`src/hw/rtl/tagged_handle_table_assert.svh`:
```
// ----------------------------------------------------------------------------
// tagged_handle_table_assert.svh
// Assertion macros shared by the handle table RTL.
// ----------------------------------------------------------------------------
`ifndef TAGGED_HANDLE_TABLE_ASSERT_SVH
`define TAGGED_HANDLE_TABLE_ASSERT_SVH

// Same-cycle implication, disabled during reset.
`define THT_ASSERT_IMPLY(name, clk, rst, ante, cons, msg) \
   name: assert property (@(posedge clk) disable iff (rst) (ante) |-> (cons)) \
      else $error(msg);

// Next-cycle implication, disabled during reset.
`define THT_ASSERT_NEXT(name, clk, rst, ante, cons, msg) \
   name: assert property (@(posedge clk) disable iff (rst) (ante) |=> (cons)) \
      else $error(msg);

`endif

```
`src/hw/rtl/tht_pkg.sv`:
```
// ----------------------------------------------------------------------------
// tht_pkg
// Types and constants shared by the tagged handle table modules.
// ----------------------------------------------------------------------------
package tht_pkg;

   localparam int CAPACITY_DEF = 64;

   localparam int REQ_DATA_W = 152;
   localparam int RSP_DATA_W = 112;

   localparam int Q_DEPTH = 2;
   localparam int QPW     = $clog2(Q_DEPTH);

   localparam logic [6:0] REMOVED_MAX = 7'h7F;

   localparam logic [1:0] STATUS_SUCCESS  = 2'd0;
   localparam logic [1:0] STATUS_NO_MATCH = 2'd1;
   localparam logic [1:0] STATUS_FULL     = 2'd2;

   typedef enum logic [1:0] {
      OP_ADD        = 2'd0,
      OP_GET        = 2'd1,
      OP_REMOVE     = 2'd2,
      OP_REMOVE_ALL = 2'd3
   } op_type;

   typedef enum logic [2:0] {
      ST_CLEAR,
      ST_IDLE,
      ST_CHECK,
      ST_SCAN,
      ST_RESULT
   } eng_state_type;

   // Classified request as it sits in the queue.
   typedef struct packed {
      op_type      op;
      logic [15:0] owner;
      logic [31:0] key;
      logic [31:0] idx;      // low half of the handle
      logic [31:0] htag;     // high half of the handle
      logic [31:0] new_tag;  // random tag with zero mapped to one
   } req_entry_type;

   // Result item, status in the lowest bits.
   typedef struct packed {
      logic [6:0]  removed;
      logic [31:0] found;
      logic [63:0] new_handle;
      logic [1:0]  status;
   } rsp_type;

endpackage

```
`src/hw/rtl/tht_queue.sv`:
```
// ----------------------------------------------------------------------------
// tht_queue
// Short request queue between intake and engine.
// ----------------------------------------------------------------------------
module tht_queue (
   input  logic                   clock,
   input  logic                   reset,
   input  logic                   q_push,
   input  tht_pkg::req_entry_type q_wr_entry,
   input  logic                   q_pop,
   output logic                   q_valid,
   output logic                   q_full,
   output tht_pkg::req_entry_type q_rd_entry
);
   import tht_pkg::*;

   req_entry_type  entries [Q_DEPTH];
   logic [QPW-1:0] wr_ptr_ff, wr_ptr_in;
   logic [QPW-1:0] rd_ptr_ff, rd_ptr_in;
   logic [QPW:0]   count_ff, count_in;

   assign q_valid    = (count_ff != '0);
   assign q_full     = (count_ff == (QPW+1)'(Q_DEPTH));
   assign q_rd_entry = entries[rd_ptr_ff];

   always_comb begin
      wr_ptr_in = q_push ? wr_ptr_ff + 1'b1 : wr_ptr_ff;
      rd_ptr_in = q_pop  ? rd_ptr_ff + 1'b1 : rd_ptr_ff;
      count_in  = count_ff + (QPW+1)'(q_push) - (QPW+1)'(q_pop);
   end

   always_ff @(posedge clock) begin
      if (reset) begin
         wr_ptr_ff <= '0;
         rd_ptr_ff <= '0;
         count_ff  <= '0;
      end else begin
         wr_ptr_ff <= wr_ptr_in;
         rd_ptr_ff <= rd_ptr_in;
         count_ff  <= count_in;
      end
   end

   always_ff @(posedge clock) begin
      if (q_push) begin
         entries[wr_ptr_ff] <= q_wr_entry;
      end
   end

endmodule

```
`config.mk`:
```
export PLATFORM = sky130hd
export DESIGN_NAME = tht_queue
export DESIGN_NICKNAME = d
export VERILOG_FILES = /design/src/hw/rtl/tagged_handle_table_assert.svh /design/src/hw/rtl/tht_pkg.sv /design/src/hw/rtl/tht_queue.sv
export SDC_FILE = /design/constraint.sdc
export NUM_CORES = 1
export LEC_CHECK = 0
export ABC_AREA = 0
export BUFFER_PORTS_ARGS = -buffer_cell sky130_fd_sc_hd__buf_2
export CORE_MARGIN = 5
export CORE_UTILIZATION = 30
export DETAILED_ROUTE_END_ITERATION = 10
export GPL_TIMING_DRIVEN = 0
export PLACE_DENSITY = 0.55
export SLEW_MARGIN = 20
export SYNTH_ARGS = -nofsm -noshare
export SYNTH_HDL_FRONTEND = slang
export SYNTH_SLANG_ARGS = --single-unit
```
`constraint.sdc`:
```
create_clock -name clock -period 23 [get_ports clock]
set_input_delay 1.15 -clock clock [delete_from_list [all_inputs] [get_ports clock]]
set_output_delay 1.15 -clock clock [all_outputs]
set_load 0.005 [all_outputs]
```
# After elaboration in Yosys (flattened, before gate mapping)
# Memory sizes are Yosys's and may differ from the RTL's. A register that Yosys moved wholly into a read port is not among the register bits.
# Cells that the tools add are included.
word_totals:
  reg_bits: 4
  latch_bits: 0
  mem_bits_rw: 292
  mem_bits_ro: 0
  input_bits: 150
  out_inout_bits: 148
  wordCells: 14
  memories: 1
mem_list:
  columns: ["name", "depth", "word_bits", "rd", "rd_ports_with_merged_regs", "write_ports", "line", "rtl"]
  rows:
  - ["entries", 2, 146, 1, 1, 1, "tht_queue.sv:17", "req_entry_type entries [Q_DEPTH];"]
classes:
  add_sub_neg: 4
  mul: 0
  div_mod_pow: 0
  order_cmp: 0
  n_eq_ne: 1
  n_shift: 0
  n_mux: 4
  n_bitwise: 0
  reduce_logical: 1
ops:
  columns: ["cell", "n"]
  rows:
  - ["1-bit 2-to-1 mux", 4]
  - ["1-bit adder (second input constant)", 2]
  - ["2-bit by 1-bit adder with 2-bit output", 1]
  - ["2-bit equality test (second input constant)", 1]
  - ["2-bit nonzero test", 1]
  - ["2-bit by 1-bit subtractor with 2-bit output", 1]

# Depth between registers and ports, before layout
# Gate-level depths: netlist (run 1).
depth:
  depth_word: 3
  mapped_depth: 6
  ltp_nobuf: 6

# Worst setup path before layout (run 1)
# No wires, ideal clock.
synth_timing:
  kind: "input-to-reg"
  startpoint: "input q_push"
  endpoint: "memory entries[0][0] in the netlist's numbering, enable pin"
  arrival_ns: 7.467
  required_ns: 22.329
  slack_ns: 14.862
  cell_stages: 1
  path_buffers: 0
  cell_sequence: "nor2b_1"
synth_via:
  elab_chain_cells: 2
synth_lines:
  columns: ["item", "line", "rtl"]
  rows:
  - ["start: declaration", "tht_queue.sv:8", "input logic q_push,"]
  - ["1-bit 2-to-1 mux", "tht_queue.sv:45", "if (q_push) begin"]
  - ["1-bit 2-to-1 mux (implied by the code)", "tht_queue.sv:46", "entries[wr_ptr_ff] <= q_wr_entry;"]
  - ["end: declaration", "tht_queue.sv:17", null]
# No other way between the ends.

==> results of run 1 <==
cell families (layout without fill, tap and decap cells):
logic type / Yosys count / count (layout) / synth area share (%)
fa+ha+maj: 2 / 2 / 0.2309
flops: 297 / 297 / 81.84
buf+inv: 18 / 386 / 1.963
other cells: 0 / 2 / 0
mux: 146 / 146 / 15.17
xor+xnor: 3 / 3 / 0.3695
simple gates: 9 / 9 / 0.4273
cell usage in the layout, fill, tap and decap left out, types with 2 or more instances in the layout:
master | Yosys | final
diode_2 | 0 | 2
mux2_2 | 146 | 146
xnor2_1 | 2 | 2
nor2b_1 | 3 | 2
buf_6 | 6 | 6
edfxtp_1 | 292 | 292
clkinv_1 | 0 | 6
clkbuf_16 | 0 | 37
clkbuf_1 | 0 | 7
buf_12 | 0 | 2
clkinv_2 | 0 | 5
clkbuf_8 | 10 | 10
nor2_1 | 4 | 4
bufinv_16 | 0 | 5
ha_1 | 2 | 2
dfxtp_1 | 5 | 5
buf_16 | 0 | 8
buf_2 | 0 | 297
inv_1 | 2 | 2
state kept, by name, summed over array words and instances (netlist names), named ones only:
name       count
rd_ptr_ff      1
entries      292
wr_ptr_ff      1
count_ff       2
through the flow:
step	hold WS (ns)	utilization, %	total power, mW	cells
floorplan	0.4799	-	0.7214	475
global placement	0.5029	36.18	0.7895	1233
detailed placement	0.5121	36.94	0.7895	1243
CTS	0.5439	40.19	1.356	1304
global route	0.5515	40.20	1.389	1305
finish	0.5325	40.21	1.330	1306
final timing paths:
path	from	to	cells past startpoint
worst max-delay path	register	q_rd_entry[14]	4
worst min-delay path	rd_ptr_ff	register	2
worst max register to register	wr_ptr_ff	entries[0][84]	5
worst min register to register	rd_ptr_ff	register	2
per-layer routing:
metal | share of wire [%] | vias up | global-route usage [%]
met2 | 49 | 195 | 18.85
met4 | 3.3 | 8 | 4.906
met5 | 0.20 | - | 0
met1 | 38 | 2707 | 12.60
li1 | - | 2592 | -
met3 | 9.6 | 53 | 4.918
cells in the mapped netlist, drive strengths merged:
master	number	area, µm²
or2	1	6.260
and2	1	6.260
clkbuf	10	137.6
edfxtp	292	8768
ha	2	25.02
xnor3	1	22.52
inv	2	7.510
mux2	146	1644
dfxtp	5	100.1
nor2	4	15.01
xnor2	2	17.52
buf	6	67.56
nor2b	3	18.77
worst reg2reg max path: stages (launching register included):
cell and delay, ns:
dfxtp_1 0.35, nor2b_4 0.60, buf_16 0.25, buf_12 0.20, buf_16 0.19, buf_16 0.17
layout make-up:
type / instances / area, µm² / area share (%)
Sequential cell: 297 / 8869 / 61.86
Multi-Input combinational cell: 160 / 1765 / 12.31
Clock buffer: 44 / 952.2 / 6.642
Timing Repair Buffer: 307 / 1747 / 12.18
Buffer: 16 / 205.2 / 1.431
Tap cell: 461 / 576.8 / 4.023
Antenna cell: 2 / 5.005 / 0.03491
Inverter: 2 / 7.507 / 0.05237
Clock inverter: 17 / 209.0 / 1.457
power by group through the flow:
stage,Sequential (mW),Combinational [mW],Clock (mW)
after floorplan,0.655,0.0667,0
after global placement,0.660,0.129,0
after detailed placement,0.650,0.139,0
after CTS,0.639,0.140,0.577
after global routing,0.641,0.148,0.599
final,0.639,0.135,0.556
==> results.cfg, run 1 <==
[sta]
setup_violations = 0
finalCriticalPeriod_ns = 2.982
rsz0062_at_grt = no
tightest_slew_ns = 0.7323
timing.setup.tns_ns = 0
finalHoldViolations = 0
setup_ws_ns = 20.02
slew_violations = 0
maxSlewHeadroom_pct = 51.08
period_share_pct = 12.96
finClkSkew_ns = 0.006141
fmax_ghz = 0.3354

[final_layout]
finalInstanceArea_um2 = 14340
nFillCells = 3297
layout-drive-gt1-share_pct = 61.68
nNetsFinal = 971
areaGrowthSynthToFinish_pct = 32.29

[floorplanning]
std_cell_rows = 69
die_area_um2 = 40020
ios = 298
die_x_um = 200.1
die_y_um = 200.1
coreArea_um2 = 35660
floorplan.initialDensity_pct = 30.39

[yosys]
ys_seq_area_share_pct = 81.84
synthCells = 475
synth_area_per_cell_um2 = 22.81
synthesis.area_um2 = 10840
yosys_warnings = 0
synth_cell_types = 13
synth_fp_nets = 627
ys_seq_elements = 297

[worst_setup_path]
path_buf_inv = 3
cpMaxStageDelayCell = dfxtp_1
critical-path-top-delay-family = buffers and inverters
crit_chain = buf_6 -> clkbuf_8 -> mux2_2 -> buf_2
crit_path_end_kind = primary output
worstSetupPathType = reg -> out
startpoint_type = register
cp.required_ns = 21.85
cp_max_fo = 10
cpPeakStageDelay_ns = 0.35
regToRegSetupSlack_ns = 20.93
critPathArrivalTime_ns = 1.83

[place]
post-place-ws_ns = 19.89
dp_hpwl_um = 16380
gp_congestion = 0.7096
place_area_um2 = 13170
io_buffer_count = 297

[power_and_ir_drop]
p_sw_share_pct = 20.89
combPwrFrac_pct = 10.2
p_leak_nw = 5.357
power_frac_seq_pct = 48.0
intPower_mw = 1.052
p_clk_share_pct = 41.8
power_switching_mw = 0.2777
vdd_drop_max_mv = 0.06276
power-per-cell-area_nw_per_um2 = 92.75

[worst_hold_path]
hold_class = reg -> reg

[drt]
ant_nets = 0
dr.first_iter.drc_count = 174
num_vias = 5555
firstDrtPassIters = 4
wl_um = 23470
routed_via_density = 4.253
wl_per_cell_um = 17.97
drc = 0

[global_route]
grt_overflow = 0
grt_use_total_pct = 11.28
grt_max_degree = 45
grt_pass1_wl_um = 34180
grt_pass1_vias = 5988
antenna_found_initial = 6

[cts]
ctsLongestPathBuffers = 3
cts-root-buf = clkbuf_16
cts_hold_buf = 0
cts_sinks = 297
cts_resized = 0
cts_buffers = 35
post-cts-setup-buffer-count = 0
cts_tree = built
clkTransAtPathRegs_ns = 0.05
clock_latency_ns = 0.52
ctsHtreeMaxLevel = 2

[run_status]
status = finished clean

[flow_run]
cap_violations = 0
No activity file was read; power rests on OpenSTA's default activity.
==> run 2, diff against run 1 <==
Clock period 23 ns to 3.1 ns, I/O delays scaled along.
==> results.cfg, run 2 (synthesis gave the netlist of run 1 again) <==
[drt]
num_vias = 6071
routed_via_density = 4.187
wl_per_cell_um = 16.91
dr.first_iter.drc_count = 135
drc = 0
firstDrtPassIters = 4
wl_um = 24520
ant_nets = 0

[worst_setup_path]
crit_path_end_kind = register
cp_common_cell = buf_16
regToRegSetupSlack_ns = 0.97
cp.required_ns = 3.30
critPathArrivalTime_ns = 2.33
cp_max_fo = 19
cpPeakStageDelay_ns = 0.52
worstSetupPathType = reg -> reg
path_buf_inv = 5
startpoint_type = register
crit_chain = nor2b_4 -> buf_16 -> buf_16 -> buf_16 -> buf_16 -> buf_16
critical-path-top-delay-family = buffers and inverters
cpMaxStageDelayCell = nor2b_4

[global_route]
met2_usage_pct = 20.25
grt_most_used_layer = met2
grt_pass1_wl_um = 36400
grt_use_met1_pct = 13.66
grt_use_total_pct = 11.73
grt_pass1_vias = 6561
grt_max_degree = 47
met3_usage_pct = 4.297
antenna_found_initial = 1
grt_overflow = 0

[place]
dp_hpwl_um = 16590
gp_congestion = 0.6975
post-place-ws_ns = 0.9236
io_buffer_count = 297

[cts]
ctsHtreeMaxLevel = 2
post-cts-setup-buffer-count = 0
cts-root-buf = clkbuf_16
ctsLongestPathBuffers = 3
clkTransAtPathRegs_ns = 0.05
cts_tree = built
clock_latency_ns = 0.51
cts_buffers = 34
cts_sinks = 297

[sta]
tightest_slew_ns = 0.6152
setup_ws_ns = 0.9693
maxSlewHeadroom_pct = 58.90
finClkSkew_ns = 0.02003
setup_violations = 0
finalCriticalPeriod_ns = 2.131
holdWs_ns = 0.06278
timing.setup.tns_ns = 0
slew_violations = 0
fmax_ghz = 0.4693
period_share_pct = 68.73
finalHoldViolations = 0
rsz0062_at_grt = no

[final_layout]
largest_reg_flops = 292
final_common_cell = buf_2
layout-drive-gt1-share_pct = 51.97
largestRegisters = entries: 292 flops, count_ff: 2 flops
nFillCells = 3204
areaGrowthSynthToFinish_pct = 44.41
max_flop_register = entries
mostFrequentLayoutCells = buf_2 (297), edfxtp_1 (292), dlygate4sd3_1 (149)
antenna_cells = 0
nNetsFinal = 1120
utilization_pct = 43.89

[power_and_ir_drop]
p_sw_share_pct = 21.55
vdd_drop_max_mv = 0.5484
power_mw = 9.453
power-per-cell-area_nw_per_um2 = 604.0
power_switching_mw = 2.037
p_clk_share_pct = 37.5
intPower_mw = 7.416
p_leak_nw = 5.890
power_frac_seq_pct = 50.1
combPwrFrac_pct = 12.3

[floorplanning]
floorplan.initialDensity_pct = 30.39
ios = 298
std_cell_rows = 69
die_y_um = 200.1
coreArea_um2 = 35660
die_x_um = 200.1
die_area_um2 = 40020

[worst_hold_path]
hold_class = in -> reg

[flow_run]
cap_violations = 0

[run_status]
status = finished clean
==> run 2: cell count changes in the layout (fill, tap and decap cells not counted), moves of 2 or more <==
| cell | delta |
|---|---|
| clkbuf_1 | +6 |
| diode_2 | -2 |
| clkbuf_16 | -2 |
| bufinv_16 | -5 |
| clkinv_1 | -3 |
| dlygate4sd3_1 | +149 |
==> run 2: path summary, 6_finish.rpt <==
check                           cells past startpoint             end      start
worst max-delay path                                6  entries[0][79]  wr_ptr_ff
worst min-delay path                                3     count_ff[0]     q_push
worst max register to register                      6  entries[0][79]  wr_ptr_ff
worst min register to register                      2        register  rd_ptr_ff
==> run 2: what timing repair did <==
action                                 in CTS  in global routing
gates resized for setup                     0                  0
setup endpoints to repair                   0                  0
hold buffers                              149                  0
endpoints found under the hold margin     297                  0
==> run 2: power groups by stage <==
stage	Combinational, mW	Clock (mW)	Sequential [mW]
global route	1.27	3.86	4.76
detailed placement	1.04	0	4.83
floorplan	0.496	0	4.83
global placement	0.962	0	4.84
finish	1.17	3.55	4.74
CTS	1.20	3.70	4.74
==> run 2: area by class of cell <==
cell class                 count  area [µm²]  share of cell area (%)
buffer                        16       205.2                   1.311
clock buffer                  48       924.6                   5.909
clock inverter                 9       47.55                  0.3038
inverter                       2       7.507                 0.04797
multi-input combinational    160        1765                   11.28
sequential                   297        8869                   56.67
tap                          461       576.8                   3.686
timing repair buffer         457        3253                   20.79
==> run 2: worst register-to-register path, delay by kind of cell (launching register included) <==
| kind | cells | cell delay, ns |
|---|---|---|
| buffers and inverters | 5 | 0.96 |
| DFF | 1 | 0.35 |
| and+or+nand+nor | 1 | 0.52 |
==> run 2: stage by stage <==
step / std cells / cell area, µm²
final: 1450 / 15650
after detailed placement: 1244 / 13190
after floorplan: 475 / 10850
after CTS: 1450 / 15650
after global routing: 1450 / 15650
after global placement: 1233 / 12910
==> run 2: metal layers <==
layer | up-vias | part of all wire, %
met5 | - | 0.053
met4 | 2 | 2.2
met2 | 187 | 51
met1 | 2971 | 39
met3 | 37 | 8.1
li1 | 2874 | -
