===== config.mk =====
export PLATFORM = sky130hd
export DESIGN_NAME = tht_front
export DESIGN_NICKNAME = d
export VERILOG_FILES = /design/src/hw/rtl/tagged_handle_table_assert.svh /design/src/hw/rtl/tht_pkg.sv /design/src/hw/rtl/tht_front.sv
export SDC_FILE = /design/constraint.sdc
export NUM_CORES = 1
export LEC_CHECK = 0
export ABC_AREA = 1
export BUFFER_PORTS_ARGS = -buffer_cell sky130_fd_sc_hd__buf_2
export CAP_MARGIN = 25
export CORE_AREA = 2 2 118 120
export DETAILED_ROUTE_END_ITERATION = 8
export DIE_AREA = 0 0 120 122
export PLACE_DENSITY_LB_ADDON = 0.05
export SLEW_MARGIN = 10
export SYNTH_ARGS = -nofsm -noshare
export SYNTH_HDL_FRONTEND = slang
export SYNTH_SLANG_ARGS = --single-unit

===== constraint.sdc =====
create_clock -name vclk -period 1
set_clock_uncertainty 0.15 [all_clocks]
set_input_delay 0.1 -clock vclk [all_inputs]
set_output_delay 0.1 -clock vclk [all_outputs]
set_load 0.02 [all_outputs]

===== src/hw/rtl/tagged_handle_table_assert.svh =====
// ----------------------------------------------------------------------------
// tagged_handle_table_assert.svh
// Assertion macros shared by the handle table RTL.
// ----------------------------------------------------------------------------
`ifndef TAGGED_HANDLE_TABLE_ASSERT_SVH
`define TAGGED_HANDLE_TABLE_ASSERT_SVH

// Same-cycle implication, disabled during reset.
`define THT_ASSERT_IMPLY(name, clk, rst, ante, cons, msg) \
   name: assert property (@(posedge clk) disable iff (rst) (ante) |-> (cons)) \
      else $error(msg);

// Next-cycle implication, disabled during reset.
`define THT_ASSERT_NEXT(name, clk, rst, ante, cons, msg) \
   name: assert property (@(posedge clk) disable iff (rst) (ante) |=> (cons)) \
      else $error(msg);

`endif


===== src/hw/rtl/tht_pkg.sv =====
// ----------------------------------------------------------------------------
// tht_pkg
// Types and constants shared by the tagged handle table modules.
// ----------------------------------------------------------------------------
package tht_pkg;

   localparam int CAPACITY_DEF = 64;

   localparam int REQ_DATA_W = 152;
   localparam int RSP_DATA_W = 112;

   localparam int Q_DEPTH = 2;
   localparam int QPW     = $clog2(Q_DEPTH);

   localparam logic [6:0] REMOVED_MAX = 7'h7F;

   localparam logic [1:0] STATUS_SUCCESS  = 2'd0;
   localparam logic [1:0] STATUS_NO_MATCH = 2'd1;
   localparam logic [1:0] STATUS_FULL     = 2'd2;

   typedef enum logic [1:0] {
      OP_ADD        = 2'd0,
      OP_GET        = 2'd1,
      OP_REMOVE     = 2'd2,
      OP_REMOVE_ALL = 2'd3
   } op_type;

   typedef enum logic [2:0] {
      ST_CLEAR,
      ST_IDLE,
      ST_CHECK,
      ST_SCAN,
      ST_RESULT
   } eng_state_type;

   // Classified request as it sits in the queue.
   typedef struct packed {
      op_type      op;
      logic [15:0] owner;
      logic [31:0] key;
      logic [31:0] idx;      // low half of the handle
      logic [31:0] htag;     // high half of the handle
      logic [31:0] new_tag;  // random tag with zero mapped to one
   } req_entry_type;

   // Result item, status in the lowest bits.
   typedef struct packed {
      logic [6:0]  removed;
      logic [31:0] found;
      logic [63:0] new_handle;
      logic [1:0]  status;
   } rsp_type;

endpackage


===== src/hw/rtl/tht_front.sv =====
// ----------------------------------------------------------------------------
// tht_front
// Request intake: unpacks the transaction, decodes the command and prepares
// index, handle tag and new tag for the engine.
// ----------------------------------------------------------------------------
module tht_front (
   input  logic                          req_tvalid,
   output logic                          req_tready,
   input  logic [tht_pkg::REQ_DATA_W-1:0] req_tdata,
   input  logic                          q_full,
   input  logic                          eng_clearing,
   output logic                          q_push,
   output tht_pkg::req_entry_type        q_entry
);
   import tht_pkg::*;

   logic [31:0] rnd;

   assign rnd = req_tdata[145:114];

   // Nothing enters while the table memory is being swept after reset.
   assign req_tready = !q_full && !eng_clearing;
   assign q_push     = req_tvalid && req_tready;

   always_comb begin
      q_entry.op      = op_type'(req_tdata[1:0]);
      q_entry.owner   = req_tdata[17:2];
      q_entry.key     = req_tdata[49:18];
      q_entry.idx     = req_tdata[81:50];
      q_entry.htag    = req_tdata[113:82];
      q_entry.new_tag = (rnd == 32'd0) ? 32'd1 : rnd;
   end

endmodule


**After elaboration in Yosys (flattened, before gate mapping)**

Cells that the tools add are included.

- Equal/unequal tests: 0
- Shift-type cells: 0
- Reduce and logical (&&, ||, !) cells: 5
- Bitwise operators: 0
- Muxes and demuxes: 1
- Multipliers: 0
- Divide/modulo/power cells: 0
- Order comparisons: 0
- Add/sub/neg operators: 0

Operators with widths:

| operator | number |
|---|---|
| 32-bit logical NOT | 1 |
| 32-bit two-way mux | 1 |
| 1-bit logical AND | 2 |
| 1-bit logical NOT | 2 |

- Logic and storage cells: 6
- Bits in latches: 0
- Flip-flop bits (word level): 0
- Bits in read-only memories: 0
- Bits in writable memories: 0
- Memories: 0

**Logic depth before layout (Yosys ltp)**

Gate-level depths: netlist of the first run.

- Word-level depth: 3
- Gate-level depth with buffers: 5

**Least setup slack after synthesis of the first run**

No wires, ideal clock.

- Path kind: input-to-output
- Start point: input port req_tdata[122] in the netlist's numbering
- End point: output port q_entry[0] in the netlist's numbering
- Path buffers: 0
- Cell stages on the path: 5
- Arrival time: 0.707 ns
- Setup slack: 0.043 ns
- Required time: 0.750 ns
- Path through: nor2_1 -> nand2_1 -> nor2_1 -> nand2_1 -> o21ai_1

RTL lines:

| what | RTL line | source |
|---|---|---|
| start: declaration | tht_front.sv:9 | `input logic [tht_pkg::REQ_DATA_W-1:0] req_tdata,` |
| end: declaration | tht_front.sv:13 | `output tht_pkg::req_entry_type q_entry` |

==> results of run 1 <==
## worst paths after layout
| kind | slack [ps] | depth (start not counted) | startpoint | endpoint |
|---|---|---|---|---|
| max | -70 | 7 | req_tdata[123] | q_entry[0] |
| min | 50 | 0 | req_tdata[29] | q_entry[107] |
## metrics by stage
stage,setup slack [ps],util,cells,area [µm²]
floorplan,43.4,-,179,1100
global route,-137,0.0687,286,927
CTS,-123,0.0611,286,825
detailed placement,-265,0.0537,286,726
finish,-73.5,0.0687,286,927
global placement,-283,0.0537,286,726
## what timing repair did
| action | in CTS | in global routing |
|---|---|---|
| resized for setup | 24 | 22 |
| setup endpoints to repair | 1 | 1 |
| pin swaps | 19 | 15 |
| hold endpoints to repair | 0 | 0 |
| hold buffers | 0 | 0 |
## critical path: stages
cell,delay (ps)
buf_6,100
nor2_4,90
nand2_2,70
nor2_4,110
nand2_2,70
o21ai_2,150
buf_6,130
## power groups by stage
stage	combinational, µW	sequential [µW]	clock [µW]
3_3_place_gp	293	0	0
3_5_place_dp	286	0	0
5_1_grt	383	0	0
4_1_cts	324	0	0
2_1_floorplan	823	0	0
6_report	357	0	0
## logic make-up after synthesis
| group | count (synthesis) | synth area share |
|---|---|---|
| AOI/OAI and AO/OA | 1 | 0.00453 |
| and+or+nand+nor | 32 | 0.112 |
| buffers and inverters | 146 | 0.883 |
## per-layer routing
metal	vias up	track usage	share of wire
li1	248	-	-
met1	246	0.0199	0.22
met2	74	0.0430	0.45
met3	54	0.0169	0.18
met4	0	0.0500	0.15
met5	-	0	0
## placed cells by master (no fill, tap or decap)
cell type	Yosys	routed
nor3b_1	1	1
nand2_1	10	6
buf_4	114	3
inv_1	1	1
nor2_4	0	8
nand2_2	0	4
nor2_2	0	6
buf_6	0	18
buf_2	0	51
o21ai_2	0	1
nor2_1	21	7
## layout make-up
class	instances	area, µm²
fill	1585	12600
inverter	1	3.75
multi-input combinational	33	218
tap	180	225
timing repair buffer	72	480
==> impl_results.md, run 1 <==
* Slew Limit Fails at 0
* Post-synth top cells: buf_4, clkbuf_1, nor2_1, nand2_1
* Minimum clock period at 1070 ps
* Total number of yosys warnings at 0
* Initial antenna violation count at 0
* Wire per inst at 9.24 µm
* Worst slew pin tran at 135 ps
* Area leader, netlist: buf_4
* Vias at 622
* Most frequent cell after synthesis: buf_4
* Die Y at 122 µm
* Sequential cell count at 0
* Setup violators final at 1
* GRT Util Overall at 0.0291
* WHS at 50.0 ps
* Post-CTS setup buffer count at 0
* RD Place Congestion at 0.563
* Max Freq at 931 MHz
* HPWL Detailed at 2.35 mm
* Sw power at 188 µW
* Pwr Total at 357 µW
* First-pass DRT Iterations at 2
* Worst EP required at 750 ps
* Status: finished, violations left
* Die Area at 0.0146 mm²
* Post-Route WL at 2.64 mm
* Final worst-path cycle share at 1.07
* Unrepaired setup endpoints after global routing: yes
* First-pass GRT wire length at 3.33 mm
* IO Count at 303
* CP startpoint kind: primary input
* Clock power frac at 0
* Syn-to-layout area delta at -16.1%
* Post-DRT Antenna Nets at 0
* Sw frac at 0.526
* Largest net degree at the start of global routing at 3
* Post-synth cell types at 7
* Layout cell share with drive strength beyond 1 at 0.858
* Drt drc at 0
* Vias in the first global route at 617
* Crit end category: output pin
* PortBufs at 69
* Static Leakage at 0.000383 µW
* Max Cap Viol at 0
* Synthesized instance count at 179
* CP Max Fanout at 2
* Worst hold-check path type: in2out
* WS Path Type: in2out
* Vias per cell at 2.17
* Final WS setup at -73.5 ps
* Grt ovf at 0
* Synth area leaders: buf_4, clkbuf_1, nor2_1
* Row cnt at 43
* Comb power frac at 1.000
* Diode count at 0
* Mean post-synth cell area at 6.17 µm²
* Mapped Area at 0.00110 mm²
* CP arrival at 820 ps
* Failing checks: negative setup slack
* Power share of the sequential group at 0
* Max-slew headroom at 0.910
* Die width at 120 µm
* Pwr dens at 385 mW/mm²
* Setup TNS at -73.5 ps
* Sequential area share after synthesis at 0
* VDD IR max at 0.0705 mV
* Cell Int Power at 169 µW
* Starting DRT DRC Count at 3
* Syn nets at 334
* Top-area cell type share of the netlist area at 0.775
* Starting Density at 0.0818
* Layout Nets at 263
* Final hold vios at 0
* Clock buffers at 0
* Sequential Area at 0 µm²
* Core area at 0.0135 mm²
(Power assumes the default switching activity.)
==> run 2: changes to the inputs <==
- ABC_AREA: 1 -> default
==> impl_results.md, run 2 <==
* Status: finished, violations left
* Failing checks: negative setup slack
* Worst EP required at 750 ps (about the same)
* Row cnt at 43 (unchanged)
* Sequential area share after synthesis at 0 (unchanged)
* Minimum clock period at 1370 ps (+293 ps)
* CP arrival at 1120 ps (+300 ps)
* Met3 GRT Util at 0.0169 (unchanged)
* Comb power frac at 1.000 (about the same)
* Drt drc at 0 (unchanged)
* Slowest CP cell: nor4_1
* Placed insts at 272 (-4.9%)
* Initial antenna violation count at 0 (unchanged)
* Final core occ at 0.0594 (-0.00927)
* Syn-to-layout area delta at -24.2%
* PortBufs at 69 (unchanged)
* Pre-CTS WS at -526 ps (-261 ps)
* Post-synth top cells: buf_4, clkbuf_1, nor4_1, nand4_1
* Max Freq at 732 MHz (-21%)
* Diode count at 0 (unchanged)
* Final worst-path cycle share at 1.37 (+0.293)
* End point of the critical path: q_entry[0]
* Post-route cell area at 802 µm² (-13%)
* Commonest non-fill, non-tap cell in the layout: buf_2
* Post-Route WL at 2.96 mm (+12%)
* IO Count at 303 (unchanged)
* Layout cell share with drive strength beyond 1 at 0.913 (+0.0546)
* Setup violators final at 1 (unchanged)
* Post-synth cell types at 8 (+1)
* Pwr Total at 309 µW (-13%)
* Starting DRT DRC Count at 3 (unchanged)
* Final hold vios at 0 (unchanged)
* Vias in the first global route at 634 (+2.8%)
* Critical path depth at 5 (-2)
* Die Area at 0.0146 mm² (unchanged)
* Sw frac at 0.562 (+0.0360)
* Cell Int Power at 135 µW (-20%)
* Cts hold-fix bufs at 0 (unchanged)
* Layout Nets at 249 (-5.3%)
* Final WS setup at -367 ps (-293 ps)
* Clock buffers at 0 (unchanged)
* CP Max Fanout at 2 (unchanged)
* Crit path cell chain: buf_2 > nor4_1 > nand4_1 > o21bai_4 > buf_6
* Max-slew headroom at 0.736 (-0.174)
* Static Leakage at 0.000349 µW (-8.9%)
* Busiest grt layer: met2
* Core area at 0.0135 mm² (unchanged)
* Power share of the sequential group at 0 (unchanged)
* Post-DRT Antenna Nets at 0 (unchanged)
* Mapped Area at 0.00106 mm² (-4.2%)
* Pwr dens at 385 mW/mm² (about the same)
* Filler Cell Count at 1616 (+2.0%)
* Sw power at 174 µW (-7.6%)
* Top Family by Delay on Critical Path: simple AND/OR/NAND/NOR gates
* GRT met1 Usage at 0.00757 (-0.0123)
* Max Cap Viol at 0 (unchanged)
* Die Y at 122 µm (unchanged)
* Total number of yosys warnings at 0 (unchanged)
* Vias per cell at 2.35 (+8.2%)
* Synth area leaders: buf_4, clkbuf_1, nor4_1
* Grt ovf at 0 (unchanged)
* Sequential cell count at 0 (unchanged)
* Clock power frac at 0 (unchanged)
* Worst slew pin tran at 392 ps (+257 ps)
* WS Path Type: in2out
* CP startpoint kind: primary input
* Syn nets at 313 (-6.3%)
* Synthesized instance count at 158 (-12%)
* RD Place Congestion at 0.605 (+7.4%)
* First-pass GRT wire length at 3.46 mm (+3.7%)
* Non-filler cells, final at 272 (-4.9%)
* Placed cell area at 736 µm² (+1.4%)
* Most frequent cell after synthesis: buf_4
* Starting Density at 0.0784 (-0.00343)
* Die width at 120 µm (unchanged)
* Worst hold-check path type: in2out
* Wire per inst at 10.9 µm (+18%)
* Crit path from: req_tdata[123]
* Top-area cell type share of the netlist area at 0.809 (+0.0339)
* Mean post-synth cell area at 6.70 µm² (+8.5%)
* Area leader, netlist: buf_4
* Critical Path Max Stage Delay at 400 ps (+250 ps)
* Area of the multi-input gates at 134 µm² (-39%)
* Crit end category: output pin
* Most frequent cells in the layout: buf_2, buf_4, nor4_1, buf_6
* HPWL Detailed at 2.72 mm (+16%)
* Slew Limit Fails at 0 (unchanged)
* VDD IR max at 0.0921 mV (+31%)
* GRT Util Overall at 0.0323 (+0.00315)
* Vias at 640 (+2.9%)
* Largest net degree at the start of global routing at 3 (unchanged)
* Routing usage on met2 at 0.0728 (+0.0298)
* Unrepaired setup endpoints after global routing: yes
* Worst path bufs/invs at 2 (unchanged)
* First-pass DRT Iterations at 2 (unchanged)
* Sequential Area at 0 µm² (unchanged)
-- run 2: changes by cell type after synthesis, sizes merged --
cell / previous run / this run
inv: 1 / 0
nor2: 21 / 1
o21bai: 0 / 1
nand4: 0 / 2
nor4: 0 / 8
o21ai: 1 / 0
nor3b: 1 / 0
and2: 0 / 1
nand2: 10 / 0
-- run 2: routing by layer --
layer / routed length [µm] / vias to the layer above / part of all wire
met5: 0 / - / 0
met4: 386 / 0 / 0.13
met3: 622 / 54 / 0.21
met2: 1600 / 116 / 0.54
met1: 349 / 250 / 0.12
li1: - / 220 / -
-- run 2: cell families (layout without fill, tap and decap cells) --
logic type             after synthesis  in the layout  share of synthesized area
buffers and inverters              145             79                      0.918
AND/OR/NAND/NOR                     12             12                     0.0745
AO/OA/AOI/OAI                        1              1                    0.00709
-- run 2: final cells by class --
cell class                 instances  area share
multi-input combinational         13       0.167
timing repair buffer              79       0.552
tap                              180       0.281
-- run 2: worst min path at each step --
stage,depth (start not counted),endpoint,slack [ps],from
6_report,0,q_entry[101],50,req_tdata[23]
2_1_floorplan,1,req_tready,130,q_full
5_1_grt,0,q_entry[35],50,req_tdata[85]
4_1_cts,0,q_entry[100],50,req_tdata[22]
3_5_place_dp,0,q_entry[100],50,req_tdata[22]
3_3_place_gp,0,q_entry[100],50,req_tdata[22]
-- run 2: power groups by stage --
stage | logic (µW) | clock network [µW] | registers, µW
after floorplan | 812 | 0 | 0
after global placement | 297 | 0 | 0
after detailed placement | 289 | 0 | 0
after CTS | 306 | 0 | 0
after global routing | 325 | 0 | 0
final | 309 | 0 | 0
-- run 2: through the flow --
| step | setup TNS (ps) | hold WS, ps |
|---|---|---|
| after CTS | -407 | 50.1 |
| after global placement | -529 | 50.1 |
| after floorplan | 0 | 130 |
| after detailed placement | -526 | 50.1 |
| final | -367 | 50.0 |
| after global routing | -406 | 50.0 |
-- run 2: what timing repair did --
item                                    CTS  global route
pin swaps                                 2             2
setup buffers                             0             0
hold endpoints to repair                  0             0
endpoints found under the setup margin    1             1
gates resized for setup                   8             3
==> run 3: changes to the inputs <==
- MAX_ROUTING_LAYER: default -> met4
==> impl_results.md, run 3 (synthesis gave the netlist of run 2 again) <==
* Status: finished, violations left
* Failing checks: negative setup slack
* Final WS setup at -367 ps (unchanged)
* Final worst-path cycle share at 1.37 (unchanged)
* Minimum clock period at 1370 ps (unchanged)
* Crit end category: output pin
* PortBufs at 69 (unchanged)
* Vias at 642 (+0.31%)
* CP Max Fanout at 2 (unchanged)
* Final hold vios at 0 (unchanged)
* First-pass GRT wire length at 3.46 mm (unchanged)
* Wire per inst at 10.9 µm (unchanged)
* Vias per cell at 2.36 (+0.31%)
* IO Count at 303 (unchanged)
* HPWL Detailed at 2.72 mm (unchanged)
* Starting DRT DRC Count at 3 (unchanged)
* Placed cell area at 736 µm² (unchanged)
* Non-filler cells, final at 272 (unchanged)
* CP arrival at 1120 ps (about the same)
* Most frequent cells in the layout: buf_2, buf_4, nor4_1, buf_6
* Setup violators final at 1 (unchanged)
* Max Freq at 732 MHz (unchanged)
* Post-Route WL at 2.96 mm (unchanged)
* Static Leakage at 0.000349 µW (unchanged)
* Die width at 120 µm (unchanged)
* RD Place Congestion at 0.609 (+0.66%)
* GRT Util Overall at 0.0332 (+0.000940)
* Commonest non-fill, non-tap cell in the layout: buf_2
* Max Cap Viol at 0 (unchanged)
* Layout Nets at 249 (unchanged)
* Post-DRT Antenna Nets at 0 (unchanged)
* Sequential cell count at 0 (unchanged)
* Largest net degree at the start of global routing at 3 (unchanged)
* Worst slew pin tran at 392 ps (unchanged)
* Max-slew headroom at 0.736 (unchanged)
* Worst hold-check path type: in2out
* Slew Limit Fails at 0 (unchanged)
* Initial antenna violation count at 0 (unchanged)
* Vias in the first global route at 634 (unchanged)
* Drt drc at 0 (unchanged)
* Unrepaired setup endpoints after global routing: yes
* Post-CTS setup buffer count at 0 (unchanged)
* Die Y at 122 µm (unchanged)
* Row cnt at 43 (unchanged)
* Die Area at 0.0146 mm² (unchanged)
* Syn-to-layout area delta at -24.2% (unchanged)
* First-pass DRT Iterations at 2 (unchanged)
* VDD IR max at 0.0921 mV (unchanged)
* Grt ovf at 0 (unchanged)
* WS Path Type: in2out
* Pwr dens at 385 mW/mm² (about the same)
* Layout cell share with drive strength beyond 1 at 0.913 (unchanged)
* Diode count at 0 (unchanged)
* Sequential Area at 0 µm² (unchanged)
* Setup TNS at -367 ps (unchanged)
* CP startpoint kind: primary input
* Post-route cell area at 802 µm² (unchanged)
* Worst EP required at 750 ps (about the same)
* Core area at 0.0135 mm² (unchanged)
* Placed insts at 272 (unchanged)
* Clock buffers at 0 (unchanged)
* Starting Density at 0.0784 (unchanged)
* Filler Cell Count at 1616 (unchanged)
run 3: power by group:
| group | internal [µW] | leakage, µW | switching (µW) |
|---|---|---|---|
| registers | 0 | 0 | 0 |
| clock network | 0 | 0 | 0 |
| logic | 135 | 0.000349 | 174 |
| total | 135 | 0.000349 | 174 |
run 3: per-stage QoR:
| stage | utilization | power, µW | worst slack (ps) | hold slack [ps] |
|---|---|---|---|---|
| detailed placement | 0.0545 | 289 | -526 | 50.1 |
| global placement | 0.0545 | 297 | -529 | 50.1 |
| floorplan | - | 812 | 10.9 | 130 |
| global route | 0.0594 | 325 | -406 | 50.0 |
| CTS | 0.0578 | 306 | -407 | 50.1 |
| finish | 0.0594 | 309 | -367 | 50.0 |
run 3: timing repair:
item | 4_1_cts | 5_1_grt
endpoints found under the setup margin | 1 | 1
pin swaps | 2 | 2
resized for setup | 8 | 3
hold buffers | 0 | 0
run 3: path summary, 6_finish.rpt:
path | cells after the start | start | slack [ps] | endpoint
worst max-delay path | 5 | req_tdata[123] | -370 | q_entry[0]
worst min-delay path | 0 | req_tdata[23] | 50 | q_entry[101]
run 3: layout make-up:
class,instances,area (µm²),share of cell area
timing repair buffer,79,443,0.552
tap,180,225,0.281
multi-input combinational,13,134,0.167
run 3: worst max-delay path: stages:
cell and delay (ps):
buf_2 110, nor4_1 400, nand4_1 210, o21bai_4 170, buf_6 130
run 3: layer usage:
layer,global-route usage,share of wire
met4,0.0441,0.13
met1,0.00757,0.12
met3,0.0169,0.21
met2,0.0728,0.54
met5,-,0
